### config.mk
export PLATFORM = sky130hd
export DESIGN_NAME = obstacle_avoid_sequencer_pid_top
export DESIGN_NICKNAME = d
export VERILOG_FILES = /design/src/ova_pkg.sv /design/src/ova_pid.sv /design/src/obstacle_avoid_sequencer_pid_top.sv
export SDC_FILE = /design/constraint.sdc
export NUM_CORES = 2
export LEC_CHECK = 0
export BUFFER_PORTS_ARGS = -buffer_cell sky130_fd_sc_hd__buf_4
export CAP_MARGIN = 20
export CELL_PAD_IN_SITES_DETAIL_PLACEMENT = 0
export CELL_PAD_IN_SITES_GLOBAL_PLACEMENT = 1
export CORE_MARGIN = 4
export CORE_UTILIZATION = 51
export DETAILED_ROUTE_END_ITERATION = 8
export GPL_ROUTABILITY_DRIVEN = 0
export PLACE_DENSITY = 0.91
export SLEW_MARGIN = 20
export SYNTH_ARGS = -nofsm -noshare
export SYNTH_HDL_FRONTEND = slang
export SYNTH_SLANG_ARGS = --single-unit
### constraint.sdc
create_clock -name clk -period 26.9 [get_ports clk]
set_clock_uncertainty 0.15 [all_clocks]
set_input_delay 5.38 -clock clk [delete_from_list [all_inputs] [get_ports clk]]
set_output_delay 5.38 -clock clk [all_outputs]
set_load 0.005 [all_outputs]
### src/ova_pkg.sv
// Shared constants, types and register indexes for the obstacle avoidance sequencer.
`default_nettype none
package ova_pkg;

  // Sensor and drive constants
  localparam int TICKS_PER_CM = 58;
  localparam int MIN_CM       = 2;
  localparam int MAX_CM       = 200;
  localparam int MAX_DRIVE    = 100;
  localparam int TURN_SPAN    = 2;

  // Reciprocals for exact floor division of narrow values by a constant
  localparam longint unsigned RECIP_CM_L =
      ((64'd1 << 32) + 64'(TICKS_PER_CM) - 64'd1) / 64'(TICKS_PER_CM);
  localparam logic [32:0] RECIP_CM = 33'(RECIP_CM_L);
  localparam longint unsigned RECIP_SPAN_L =
      ((64'd1 << 16) + 64'(TURN_SPAN) - 64'd1) / 64'(TURN_SPAN);
  localparam logic [16:0] RECIP_SPAN = 17'(RECIP_SPAN_L);
  localparam logic [8:0]  SPAN_W     = 9'(TURN_SPAN);
  localparam logic [15:0] MIN_CM_W   = 16'(MIN_CM);
  localparam logic [15:0] MAX_CM_W   = 16'(MAX_CM);

  localparam logic signed [23:0] DRIVE_LIM = 24'(MAX_DRIVE * 256);

  // Configuration register indexes
  localparam logic [2:0] REG_DANGER   = 3'd0;
  localparam logic [2:0] REG_INTERVAL = 3'd1;
  localparam logic [2:0] REG_STOP     = 3'd2;
  localparam logic [2:0] REG_BACK     = 3'd3;
  localparam logic [2:0] REG_TURN     = 3'd4;
  localparam logic [2:0] REG_GAIN_P   = 3'd5;
  localparam logic [2:0] REG_GAIN_I   = 3'd6;
  localparam logic [2:0] REG_GAIN_D   = 3'd7;

  // Register reset values
  localparam logic [7:0]  DANGER_RST   = 8'd20;
  localparam logic [15:0] INTERVAL_RST = 16'd50;
  localparam logic [15:0] STOP_RST     = 16'd1000;
  localparam logic [15:0] BACK_RST     = 16'd2000;
  localparam logic [15:0] TURN_RST     = 16'd1000;
  localparam logic [15:0] GAIN_P_RST   = 16'd10273;
  localparam logic [15:0] GAIN_I_RST   = 16'd36004;
  localparam logic [15:0] GAIN_D_RST   = 16'd5928;

  typedef enum logic [2:0] {
    MODE_INIT = 3'd0,
    MODE_MOVE = 3'd1,
    MODE_STOP = 3'd2,
    MODE_BACK = 3'd3,
    MODE_TURN = 3'd4
  } mode_t;

  typedef enum logic [2:0] {
    MOTOR_NONE  = 3'd0,
    MOTOR_FWD   = 3'd1,
    MOTOR_STOP  = 3'd2,
    MOTOR_BACK  = 3'd3,
    MOTOR_LEFT  = 3'd4,
    MOTOR_RIGHT = 3'd5
  } motor_t;

  typedef enum logic [2:0] {
    REP_FWD   = 3'd0,
    REP_STOP  = 3'd1,
    REP_BACK  = 3'd2,
    REP_LEFT  = 3'd3,
    REP_RIGHT = 3'd4
  } rep_t;

endpackage
`default_nettype wire

### src/ova_pid.sv
// PID drive with leaky integral: Q16.16 state, Q.8 outputs, upper clamp.
`default_nettype none
module ova_pid
  import ova_pkg::*;
(
  input  wire logic signed [8:0]  err,
  input  wire logic signed [8:0]  prev_err,
  input  wire logic signed [31:0] integ,
  input  wire logic [7:0]         danger,
  input  wire logic [15:0]        gain_p,
  input  wire logic [15:0]        gain_i,
  input  wire logic [15:0]        gain_d,
  output logic signed [31:0]      integ_next,
  output logic signed [23:0]      speed,
  output logic signed [23:0]      drive
);

  localparam logic signed [33:0] ACC_MAX = 34'sh0_7FFF_FFFF;
  localparam logic signed [33:0] ACC_MIN = -34'sh0_8000_0000;
  localparam logic signed [25:0] SPD_MAX = 26'sd8388607;
  localparam logic signed [25:0] SPD_MIN = -26'sd8388608;

  logic               clear;
  logic signed [33:0] base;
  logic signed [33:0] acc_wide;
  logic signed [31:0] acc;
  logic signed [48:0] iprod;
  logic signed [16:0] gp_s, gi_s, gd_s;
  logic signed [9:0]  diff;
  logic signed [25:0] pprod;
  logic signed [26:0] dprod;
  logic signed [33:0] sum;
  logic signed [25:0] sum_sh;

  assign gp_s = $signed({1'b0, gain_p});
  assign gi_s = $signed({1'b0, gain_i});
  assign gd_s = $signed({1'b0, gain_d});

  // Drop the integral when on target or far clear of the threshold
  assign clear = (err == 9'sd0) || ($signed({err[8], err}) > $signed({2'b00, danger}));
  assign base  = clear ? 34'sd0 : {{2{integ[31]}}, integ};
  assign acc_wide = base + $signed({{9{err[8]}}, err, 16'h0000});

  always_comb begin
    if (acc_wide > ACC_MAX) begin
      acc = ACC_MAX[31:0];
    end else if (acc_wide < ACC_MIN) begin
      acc = ACC_MIN[31:0];
    end else begin
      acc = acc_wide[31:0];
    end
  end

  assign iprod      = acc * gi_s;
  assign integ_next = iprod[47:16];

  assign diff  = $signed({err[8], err}) - $signed({prev_err[8], prev_err});
  assign pprod = err * gp_s;
  assign dprod = diff * gd_s;
  assign sum   = $signed({{8{pprod[25]}}, pprod}) + $signed({{7{dprod[26]}}, dprod})
               + $signed({{2{integ_next[31]}}, integ_next});
  assign sum_sh = sum[33:8];

  always_comb begin
    if (sum_sh > SPD_MAX) begin
      speed = SPD_MAX[23:0];
    end else if (sum_sh < SPD_MIN) begin
      speed = SPD_MIN[23:0];
    end else begin
      speed = sum_sh[23:0];
    end
  end

  assign drive = (speed > DRIVE_LIM) ? DRIVE_LIM : speed;

endmodule
`default_nettype wire

### src/obstacle_avoid_sequencer_pid_top.sv
// Top level: stream ports, config registers, distance filter, mode machine, PID.
// Path: an input transfer goes into the input register and then into the result
// register, which holds it on the master port until its transfer completes.
// Throughput: one item per cycle while the master side does not stall; the input register captures
// the converted echo width; state, mode machine and PID update in the single stage behind it.
// Reset (synchronous, rst high): mode to init, all state cleared, registers
// back to their defaults, both stream stages empty.
`default_nettype none
module obstacle_avoid_sequencer_pid_top
  import ova_pkg::*;
(
  input  wire logic        clk,
  input  wire logic        rst,
  // Input stream
  input  wire logic        s_axis_tvalid,
  output logic             s_axis_tready,
  input  wire logic [55:0] s_axis_tdata,  // echo_ticks[15:0], now_ms[47:16], turn_pick[55:48]
  input  wire logic [0:0]  s_axis_tuser,  // echo_valid[0]
  // Result stream
  output logic             m_axis_tvalid,
  input  wire logic        m_axis_tready,
  output logic [63:0]      m_axis_tdata,  // motor_cmd[2:0], drive[26:3], report_code[29:27],
                                          // speed_value[53:30], mode[56:54], zero fill
  output logic [1:0]       m_axis_tuser,  // report_valid[0], speed_valid[1]
  // Configuration write channel
  input  wire logic        cfg_valid,
  output logic             cfg_ready,
  input  wire logic [2:0]  cfg_index,
  input  wire logic [15:0] cfg_data
);

  // ---------------------------------------------------------------------
  // Configuration registers; always ready; unchecked by the block, the user must see they are written only while idle
  // ---------------------------------------------------------------------
  logic [7:0]  danger;
  logic [15:0] interval, stop_ms, back_ms, turn_ms, gain_p, gain_i, gain_d;

  assign cfg_ready = 1'b1;

  always_ff @(posedge clk) begin
    if (rst) begin
      danger   <= DANGER_RST;
      interval <= INTERVAL_RST;
      stop_ms  <= STOP_RST;
      back_ms  <= BACK_RST;
      turn_ms  <= TURN_RST;
      gain_p   <= GAIN_P_RST;
      gain_i   <= GAIN_I_RST;
      gain_d   <= GAIN_D_RST;
    end else if (cfg_valid) begin
      case (cfg_index)
        REG_DANGER:   danger   <= cfg_data[7:0];
        REG_INTERVAL: interval <= cfg_data;
        REG_STOP:     stop_ms  <= cfg_data;
        REG_BACK:     back_ms  <= cfg_data;
        REG_TURN:     turn_ms  <= cfg_data;
        REG_GAIN_P:   gain_p   <= cfg_data;
        REG_GAIN_I:   gain_i   <= cfg_data;
        REG_GAIN_D:   gain_d   <= cfg_data;
        default: ;
      endcase
    end
  end

  // ---------------------------------------------------------------------
  // Handshake: a full input register feeds the result register; advance when the
  // result register is empty or its transfer completes this cycle
  // ---------------------------------------------------------------------
  logic in_valid;
  logic out_valid;
  logic advance;

  assign advance       = in_valid && (!out_valid || m_axis_tready);
  assign s_axis_tready = !in_valid || advance;

  // ---------------------------------------------------------------------
  // Input stage: echo width to cm through a reciprocal multiply, range
  // check, and turn side from the random pick
  // ---------------------------------------------------------------------
  logic [15:0] echo_ticks;
  logic [31:0] now_in;
  logic [7:0]  turn_pick;
  logic [48:0] cm_prod;
  logic [15:0] cm;
  logic        cm_ok;
  logic [24:0] pick_prod;
  logic [8:0]  pick_q;
  logic [17:0] pick_back;
  logic        pick_right;

  assign echo_ticks = s_axis_tdata[15:0];
  assign now_in     = s_axis_tdata[47:16];
  assign turn_pick  = s_axis_tdata[55:48];

  assign cm_prod = {33'd0, echo_ticks} * {16'd0, RECIP_CM};
  assign cm      = cm_prod[47:32];
  assign cm_ok   = s_axis_tuser[0] && (cm >= MIN_CM_W) && (cm <= MAX_CM_W);

  // Nonzero remainder of the pick picks a right turn
  assign pick_prod  = {17'd0, turn_pick} * {8'd0, RECIP_SPAN};
  assign pick_q     = {1'b0, pick_prod[23:16]};
  assign pick_back  = {9'd0, pick_q} * {9'd0, SPAN_W};
  assign pick_right = pick_back != {10'd0, turn_pick};

  logic [7:0]  in_dist;
  logic        in_dist_ok;
  logic [31:0] in_now;
  logic        in_right;

  always_ff @(posedge clk) begin
    if (rst) begin
      in_valid <= 1'b0;
    end else if (s_axis_tready) begin
      in_valid <= s_axis_tvalid;
    end
  end

  always_ff @(posedge clk) begin
    if (s_axis_tvalid && s_axis_tready) begin
      in_dist    <= cm[7:0];
      in_dist_ok <= cm_ok;
      in_now     <= now_in;
      in_right   <= pick_right;
    end
  end

  // ---------------------------------------------------------------------
  // Controller state
  // ---------------------------------------------------------------------
  mode_t              mode, mode_next;
  logic [31:0]        last_step, last_step_next;
  logic [31:0]        mode_start, mode_start_next;
  logic               reported, reported_next;
  logic               go_right, go_right_next;
  logic [7:0]         held, held_next;
  logic [8:0]         pair_sum, pair_sum_next;
  logic               pair_cnt, pair_cnt_next;
  logic signed [31:0] integ, integ_next;
  logic signed [8:0]  prev_err, prev_err_next;

  // Pair averaging: every second in-range reading sets the held distance
  logic [8:0] pair_add;

  assign pair_add = pair_sum + {1'b0, in_dist};

  always_comb begin
    held_next     = held;
    pair_sum_next = pair_sum;
    pair_cnt_next = pair_cnt;
    if (in_dist_ok) begin
      if (pair_cnt) begin
        held_next     = pair_add[8:1];
        pair_sum_next = 9'd0;
        pair_cnt_next = 1'b0;
      end else begin
        pair_sum_next = pair_add;
        pair_cnt_next = 1'b1;
      end
    end
  end

  // Step timing with wrapping millisecond arithmetic
  logic [31:0]       since_step;
  logic [31:0]       elapsed;
  logic              step;
  logic              near;
  logic signed [8:0] err;

  assign since_step = in_now - last_step;
  assign elapsed    = in_now - mode_start;
  assign step       = since_step >= {16'd0, interval};
  assign near       = held_next <= danger;
  assign err        = $signed({1'b0, held_next}) - $signed({1'b0, danger});

  logic signed [31:0] pid_integ;
  logic signed [23:0] pid_speed;
  logic signed [23:0] pid_drive;

  ova_pid u_pid (
    .err        (err),
    .prev_err   (prev_err),
    .integ      (integ),
    .danger     (danger),
    .gain_p     (gain_p),
    .gain_i     (gain_i),
    .gain_d     (gain_d),
    .integ_next (pid_integ),
    .speed      (pid_speed),
    .drive      (pid_drive)
  );

  // Mode machine: next state
  always_comb begin
    mode_next       = mode;
    last_step_next  = last_step;
    mode_start_next = mode_start;
    reported_next   = reported;
    go_right_next   = go_right;
    integ_next      = integ;
    prev_err_next   = prev_err;
    if (step) begin
      last_step_next = in_now;
      case (mode)
        MODE_MOVE: begin
          integ_next    = pid_integ;
          prev_err_next = err;
          if (near) begin
            mode_next       = MODE_STOP;
            mode_start_next = in_now;
            reported_next   = 1'b0;
          end else begin
            reported_next   = 1'b1;
          end
        end
        MODE_STOP: begin
          reported_next = 1'b1;
          if (elapsed >= {16'd0, stop_ms}) begin
            mode_next       = MODE_BACK;
            mode_start_next = in_now;
            reported_next   = 1'b0;
          end
        end
        MODE_BACK: begin
          reported_next = 1'b1;
          if (elapsed >= {16'd0, back_ms}) begin
            mode_next       = MODE_TURN;
            mode_start_next = in_now;
            go_right_next   = in_right;
            reported_next   = 1'b0;
          end
        end
        MODE_TURN: begin
          // Abort the turn on an obstacle; keep start time and report flag
          if (near) begin
            mode_next = MODE_STOP;
          end else begin
            reported_next = 1'b1;
            if (elapsed >= {16'd0, turn_ms}) begin
              mode_next       = MODE_INIT;
              mode_start_next = in_now;
              reported_next   = 1'b0;
            end
          end
        end
        default: begin
          mode_next = MODE_MOVE;
        end
      endcase
    end
  end

  // Mode machine: result fields
  motor_t             motor;
  logic               rep_valid;
  rep_t               rep_code;
  logic               spd_valid;
  logic signed [23:0] spd_value;
  logic signed [23:0] drive;

  always_comb begin
    motor     = MOTOR_NONE;
    rep_valid = 1'b0;
    rep_code  = REP_FWD;
    spd_valid = 1'b0;
    spd_value = 24'sd0;
    drive     = 24'sd0;
    if (step) begin
      case (mode)
        MODE_MOVE: begin
          spd_valid = 1'b1;
          spd_value = pid_speed;
          if (!near) begin
            motor     = MOTOR_FWD;
            drive     = pid_drive;
            rep_valid = !reported;
            rep_code  = REP_FWD;
          end
        end
        MODE_STOP: begin
          motor     = MOTOR_STOP;
          rep_valid = !reported;
          rep_code  = REP_STOP;
        end
        MODE_BACK: begin
          motor     = MOTOR_BACK;
          rep_valid = !reported;
          rep_code  = REP_BACK;
        end
        MODE_TURN: begin
          if (!near) begin
            motor     = go_right ? MOTOR_RIGHT : MOTOR_LEFT;
            rep_valid = !reported;
            rep_code  = go_right ? REP_RIGHT : REP_LEFT;
          end
        end
        default: ;
      endcase
    end
    // Report code reads zero whenever no report goes out
    if (!rep_valid) begin
      rep_code = REP_FWD;
    end
  end

  always_ff @(posedge clk) begin
    if (rst) begin
      mode       <= MODE_INIT;
      last_step  <= 32'd0;
      mode_start <= 32'd0;
      reported   <= 1'b0;
      go_right   <= 1'b0;
      held       <= 8'd0;
      pair_sum   <= 9'd0;
      pair_cnt   <= 1'b0;
      integ      <= 32'sd0;
      prev_err   <= 9'sd0;
    end else if (advance) begin
      mode       <= mode_next;
      last_step  <= last_step_next;
      mode_start <= mode_start_next;
      reported   <= reported_next;
      go_right   <= go_right_next;
      held       <= held_next;
      pair_sum   <= pair_sum_next;
      pair_cnt   <= pair_cnt_next;
      integ      <= integ_next;
      prev_err   <= prev_err_next;
    end
  end

  // ---------------------------------------------------------------------
  // Result register: hold until the master-side transfer completes
  // ---------------------------------------------------------------------
  logic [63:0] out_data;
  logic [1:0]  out_user;

  always_ff @(posedge clk) begin
    if (rst) begin
      out_valid <= 1'b0;
    end else if (advance) begin
      out_valid <= 1'b1;
    end else if (m_axis_tready) begin
      out_valid <= 1'b0;
    end
  end

  always_ff @(posedge clk) begin
    if (advance) begin
      out_data <= {7'd0, mode_next, spd_value, rep_code, drive, motor};
      out_user <= {spd_valid, rep_valid};
    end
  end

  assign m_axis_tvalid = out_valid;
  assign m_axis_tdata  = out_data;
  assign m_axis_tuser  = out_user;

endmodule
`default_nettype wire

== Yosys cells after proc, flatten, opt, wreduce, memory -nomap -nowiden ==
Index checks and enable logic that the tools add are counted.

* Equality and inequality tests: 16
* Divide/modulo/power cells: 0
* Reduce and logical (&&, ||, !) cells: 34
* Order comparisons: 13
* Multiply operators: 4
* Shift operators: 0
* Multiplexer cells: 42
* Add/sub/neg operators: 8
* Bitwise gates (word level): 2

{| class="wikitable"
|+ Operators with widths
! operator !! number
|-
| two-way mux 32 bit || 7
|-
| >= comparator 32 x 16 -> 1 bit || 4
|-
| case mux 32 bit (4 select lines) || 1
|-
| subtractor 32 bit || 2
|-
| multiplier 32 x 17 -> 48 bit || 1
|-
| two-way mux 24 bit || 2
|-
| multiplier 16 x 27 -> 43 bit (second input constant) || 1
|-
| adder 34 x 25 -> 34 bit || 1
|-
| > comparator 34 x 32 -> 1 bit (second input constant) || 1
|-
| < comparator 34 x 32 -> 1 bit (second input constant) || 1
|-
| two-way mux 34 bit || 1
|-
| adder 28 x 32 -> 33 bit || 1
|-
| adder 26 x 27 -> 28 bit || 1
|-
| multiplier 10 x 17 -> 27 bit || 1
|-
| two-way mux 3 bit || 9
|-
| > comparator 26 x 24 -> 1 bit (second input constant) || 1
|-
| < comparator 26 x 24 -> 1 bit (second input constant) || 1
|-
| multiplier 9 x 17 -> 26 bit || 1
|-
| > comparator 24 x 16 -> 1 bit (second input constant) || 1
|-
| case mux 3 bit (4 select lines) || 2
|-
| AND reduction 2 bit || 12
|-
| two-way mux 8 bit || 2
|-
| equality test 3 bit (second input constant) || 5
|-
| two-way mux 15 bit || 1
|-
| 29 further kinds || 59
|}

* Register bits: 351
* Bits in latches: 0
* ROM bits: 0
* Bits in writable memories: 0
* Logic and storage cells: 151
* Memories: 0

== Depth between registers and ports, before layout ==
* Depth after elaboration: 18
* Gate-level depth with buffers: 85

== Modules after synthesis ==
A second synthesis with hierarchy kept.

* Cell total of the unflattened synthesis: 6616
* Area total of the unflattened synthesis: 58242.1 um2

{| class="wikitable"
|+ Modules (own cells, without submodules)
! module !! area each (um2) !! cells an instance !! instances
|-
| ova_pid || 31995.7 || 3661 || 1
|-
| obstacle_avoid_sequencer_pid_top || 26246.4 || 2955 || 1
|}

== Worst setup path before layout ==
Ideal clock, no wire load.

* Path type: register to register
* From: register in_dist[0]
* To: register out_data[21] (netlist: m_axis_tdata[21]) (data pin)
* Period minus slack after synthesis: 19.346 ns
* Path buffers: 9
* Data arrival time: 18.928 ns
* Setup slack: 7.554 ns
* Required time: 26.482 ns
* Cell stages (with the launch flop): 82
* Cells stage by stage: edfxtp_1 -> ha_1 -> fa_1 -> xnor2_1 -> o21ai_0 -> ha_1 -> nor2b_1 -> o21ai_0 -> a21boi_0 -> o21ai_0 -> a21boi_0 -> o21a_1 -> or3_1 -> clkbuf_1 -> and2_1 -> clkbuf_1 -> ha_1 -> nand4_1 -> (+46 left out) -> fa_1 -> inv_1 -> fa_1 -> inv_1 -> fa_1 -> inv_1 -> ha_1 -> nand3_1 -> o21ai_1 -> a311oi_1 -> a211oi_1 -> o2111ai_1 -> and3_1 -> xnor2_1 -> o41ai_2 -> nand3_1 -> buf_2 -> a211oi_1

* Word-level cells in the longest chain between the ends: 18
* Elaborated cells on any way between the ends: 26
* Classes of those cells: 6 x add/sub; 3 x mul; 7 x order compare; 7 x mux; 3 x reduce/logical

{| class="wikitable"
|+ RTL lines
! element !! RTL line !! text
|-
| from (decl) || obstacle_avoid_sequencer_pid_top.sv:105 || <nowiki>logic [7:0] in_dist;</nowiki>
|-
| from (signal assigned) || obstacle_avoid_sequencer_pid_top.sv:120 || <nowiki>in_dist <= cm[7:0];</nowiki>
|-
| adder 9 x 8 -> 9 bit (*) || obstacle_avoid_sequencer_pid_top.sv:144 || <nowiki>assign pair_add = pair_sum + {1'b0, in_dist};</nowiki>
|-
| two-way mux 8 bit (*) || obstacle_avoid_sequencer_pid_top.sv:151 || <nowiki>if (pair_cnt) begin</nowiki>
|-
| two-way mux 8 bit (*) || obstacle_avoid_sequencer_pid_top.sv:150 || <nowiki>if (in_dist_ok) begin</nowiki>
|-
| via held_next[1] || obstacle_avoid_sequencer_pid_top.sv:135 || <nowiki>logic [7:0] held, held_next;</nowiki>
|-
| subtractor 8 x 8 -> 9 bit (*) || obstacle_avoid_sequencer_pid_top.sv:173 || <nowiki>assign err = $signed({1'b0, held_next}) - $signed({1'b0, danger});</nowiki>
|-
| via err[7] || obstacle_avoid_sequencer_pid_top.sv:167 || <nowiki>logic signed [8:0] err;</nowiki>
|-
| > comparator 9 bit / zero test 9 bit (equally long branches) || ova_pid.sv:40 || <nowiki>assign clear = (err == 9'sd0) || ($signed({err[8], err}) > $signed({2'b00, danger}));</nowiki>
|-
| logical OR 1 bit || ova_pid.sv:40 ||
|-
| (+4 left out) || n/a ||
|-
| two-way mux 32 bit || ova_pid.sv:45 || <nowiki>if (acc_wide > ACC_MAX) begin</nowiki>
|-
| multiplier 32 x 17 -> 48 bit || ova_pid.sv:54 || <nowiki>assign iprod = acc * gi_s;</nowiki>
|-
| adder 28 x 32 -> 33 bit (*) || ova_pid.sv:61 || <nowiki>+ $signed({{2{integ_next[31]}}, integ_next});</nowiki>
|-
| < comparator 26 x 24 -> 1 bit || ova_pid.sv:67 || <nowiki>end else if (sum_sh < SPD_MIN) begin</nowiki>
|-
| two-way mux 24 bit || ova_pid.sv:67 ||
|-
| two-way mux 24 bit (*) || ova_pid.sv:65 || <nowiki>if (sum_sh > SPD_MAX) begin</nowiki>
|-
| > comparator 24 x 16 -> 1 bit || ova_pid.sv:74 || <nowiki>assign drive = (speed > DRIVE_LIM) ? DRIVE_LIM : speed;</nowiki>
|-
| OR reduction 4 bit (no source line) || n/a ||
|-
| to (signal assigned) || obstacle_avoid_sequencer_pid_top.sv:349 || <nowiki>out_data <= {7'd0, mode_next, spd_value, rep_code, drive, motor};</nowiki>
|-
| to (decl) || obstacle_avoid_sequencer_pid_top.sv:334 || <nowiki>logic [63:0] out_data;</nowiki>
|}

The timed path passes the listed nets; every way through them passes the cells marked *.
A chain may end at the register's enable or synchronous reset.

== Worst setup path in the final report ==
* From: register in_dist[0]
* To: register out_data[21] (netlist: m_axis_tdata[21]) (data pin)

* Word-level cells in the longest chain between the ends: 18
* Elaborated cells on any way between the ends: 26
* Classes of those cells: 6 x add/sub; 3 x mul; 7 x order compare; 7 x mux; 3 x reduce/logical

{| class="wikitable"
|+ RTL lines
! element !! RTL line !! text
|-
| adder 9 x 8 -> 9 bit (*) || obstacle_avoid_sequencer_pid_top.sv:144 ||
|-
| two-way mux 8 bit (*) || obstacle_avoid_sequencer_pid_top.sv:151 ||
|-
| two-way mux 8 bit (*) || obstacle_avoid_sequencer_pid_top.sv:150 ||
|-
| via held_next[1] || obstacle_avoid_sequencer_pid_top.sv:135 ||
|-
| subtractor 8 x 8 -> 9 bit (*) || obstacle_avoid_sequencer_pid_top.sv:173 ||
|-
| > comparator 9 bit / zero test 9 bit (equally long branches) || ova_pid.sv:40 ||
|-
| logical OR 1 bit || ova_pid.sv:40 ||
|-
| two-way mux 34 bit || ova_pid.sv:41 || <nowiki>assign base = clear ? 34'sd0 : {{2{integ[31]}}, integ};</nowiki>
|-
| (+4 left out) || n/a ||
|-
| multiplier 32 x 17 -> 48 bit (*) || ova_pid.sv:54 ||
|-
| via pid_integ[9] || obstacle_avoid_sequencer_pid_top.sv:175 || <nowiki>logic signed [31:0] pid_integ;</nowiki>
|-
| adder 28 x 32 -> 33 bit (*) || ova_pid.sv:61 ||
|-
| < comparator 26 x 24 -> 1 bit || ova_pid.sv:67 ||
|-
| two-way mux 24 bit || ova_pid.sv:67 ||
|-
| two-way mux 24 bit (*) || ova_pid.sv:65 ||
|-
| > comparator 24 x 16 -> 1 bit || ova_pid.sv:74 ||
|-
| OR reduction 4 bit (no source line) || n/a ||
|}

Marks and branches as above.

==> out/metrics.yaml <==
die_w_um: 343.2
first_pass_iters: 6
endpoint_kind: "register"
syn_area_um2: 57290
ant_nets: 0
outcome: "finished clean"
core_area_um2: 111100
hold_violations: 0
fin_crit_sh_pct: 86.45
synth_edf_count: 101
clkLatencyLatePin_ns: 0.61
slew_violations: 0
dp_hpwl_um: 113300
timing.setup.tns_ns: 0
track_usage_pct: 25.48
fin_util_pct: 54.67
overflow: 0
async_reset_ff_share_pct: 0
ys_seq_elements: 351
critPathRequiredTime_ns: 27.13
path_max_fanout: 49
post_cts_buffers: 0
synth_xor_area_share_pct: 2.095
dieArea_um2: 117800
grt_pass1_vias: 46409
cts-root-buf: "clkbuf_16"
hold_class: "reg2reg"
avgViaCountPerCell: 5.574
synthSimpleGateAreaFrac_pct: 13.56
layout_common_cells: "1323 x inv_1, 918 x fa_1, 706 x nand2_1, 589 x ha_1, 327 x a21oi_1"
numCtsBuffers: 42
layout.cells.most_common: "inv_1"
tritoncts: "done"
ys.flop_type: "dfxtp_1"
critical_path_arrival_ns: 23.48
fillers: 10216
synthAdderAreaFrac_pct: 45.10
cpPeakStageDelay_ns: 0.90
cts_buffer_depth: 3
synth_compound_area_share_pct: 13.41
crit_path_start_kind: "register"
route.detailed.drc: 0
critPathKind: "reg2reg"
ctsResizeCount: 0
setup_violations: 0
final_layout_size_suffix_gt1_share_pct: 5.330
syn_to_final_growth_pct: 6.054
routedWlPerCell_um: 18.38
dr.first_iter.drc_count: 3085
synth_cells: 6531
cts_sinks: 351
cts_max_level: 2
grt_max_degree: 231
rows: 122
fin_cells: 7962
num_vias: 44381
start_util_pct: 51.55
num_io_pins: 150
yosys-mux-area-fraction_pct: 0.6465
routed_wl_um: 146400
slew_headroom_pct: 26.74
yosysWarnings: 0
grt_pass1_wl_um: 241400
timing.fmax_mhz: 43.00
rsz0062_at_grt: "false"
max-cap-violations: 0
worst_pin_slew_ns: 1.098
cts_hold_buffers: 0
min_period_ns: 23.25
synth_top_family_by_area: "adder cells"
clk_pin_slew_ns: 0.06
multi_input_area_um2: 42980
grt_antenna_before_repair: 5
die_y_um: 343.2
ys_seq_area_share_pct: 14.03
io_buffer_count: 134
final_nets: 8027
cpMostUsedCell: "fa_1"
seqCellArea_um2: 8040
syn-mean-instance-area_um2: 8.772
cp_slowest_cell: "a32oi_1"
dpl.cell_count: 7882
synth.distinct_cells: 95
[critical path: cells and delay by family, from the launching register on]
kind	cells	cell delay (ns)
fa+ha+maj	19	8.23
xor+xnor	3	0.93
flops	1	0.37
simple gates	14	3.87
compound gates	27	8.10
buf+inv	11	1.29
[synth_stat cells (all sizes together), types with 7 or more instances]
cell type | instances | share of area (%)
inv | 1324 | 8.7
fa | 918 | 32
nand2 | 706 | 4.6
ha | 589 | 13
a21oi | 327 | 2.9
o21ai | 287 | 2.5
clkbuf | 278 | 1.8
dfxtp | 250 | 8.7
nor2 | 247 | 1.6
and2 | 184 | 2.0
o21a | 136 | 1.8
a21o | 123 | 1.6
edfxtp | 101 | 5.3
nand3 | 92 | 0.81
xnor2 | 89 | 1.4
nand4 | 65 | 0.71
buf | 64 | 0.62
and3 | 60 | 0.66
nand2b | 58 | 0.63
nor3 | 53 | 0.46
xor2 | 48 | 0.73
nor2b | 38 | 0.41
o211ai | 37 | 0.48
or2 | 35 | 0.38
a31o | 33 | 0.50
a211oi | 32 | 0.44
o21bai | 32 | 0.42
mux2i | 28 | 0.49
a31oi | 27 | 0.29
nand3b | 25 | 0.33
a211o | 22 | 0.34
a21boi | 21 | 0.28
or3 | 18 | 0.20
a2111oi | 11 | 0.20
maj3 | 9 | 0.16
nor4 | 9 | 0.12
o31a | 9 | 0.14
o31ai | 9 | 0.13
or4 | 9 | 0.12
mux2 | 8 | 0.16
o311ai | 8 | 0.14
nand4b | 7 | 0.11
nor3b | 7 | 0.092
o2111ai | 7 | 0.11
[worst paths after layout]
kind | to | from | slack (ns) | cells after the start
setup / recovery | m_axis_tdata[21] | in_dist[0] | 3.65 | 74
hold / removal | last_step[24] | last_step[24] | 0.30 | 2
setup reg to reg | m_axis_tdata[21] | in_dist[0] | 3.65 | 74
hold reg to reg | last_step[24] | last_step[24] | 0.30 | 2
[through the flow]
step                      hold slack, ns  cell area (µm²)  setup WS (ns)
after floorplan                   0.2829            57310          7.554
after global placement            0.2878            59360          4.244
after detailed placement          0.2965            59360          3.997
after CTS                         0.3040            60740          3.855
after global routing              0.3197            60750          2.122
final                             0.3016            60760          3.646
[state kept, by name (all words and copies together) (netlist names), 32 cells and up]
name          cells
in_now           32
mode_start       32
last_step        32
integ            32
m_axis_tdata     57
[layer usage]
layer / GRT usage (%) / routed length, µm / share of wire [%]
met5: 0 / 36 / 0.025
met4: 11.30 / 7525 / 5.1
met3: 2.984 / 8669 / 5.9
met2: 43.63 / 70730 / 48
met1: 32.57 / 59400 / 41
[final cells by class]
cell class	instances	share of cell area, %
antenna	1	0.004119
clock buffer	56	1.866
clock inverter	22	0.4057
inverter	1325	8.186
multi-input combinational	4519	70.74
sequential	351	13.23
tap	1488	3.064
timing repair buffer	200	2.502
[kinds of logic after synthesis]
logic type / count (synthesis)
and+or+nand+nor: 1628
AOI/OAI and AO/OA: 1194
DFF: 351
buffers and inverters: 1667
xor gates and xnor gates: 137
muxes: 36
other: 2
adders and majority gates: 1516
Power is left out: the tool's default activity adds up to more than one toggle a clock period on the data nets, which glitch-free logic cannot reach.
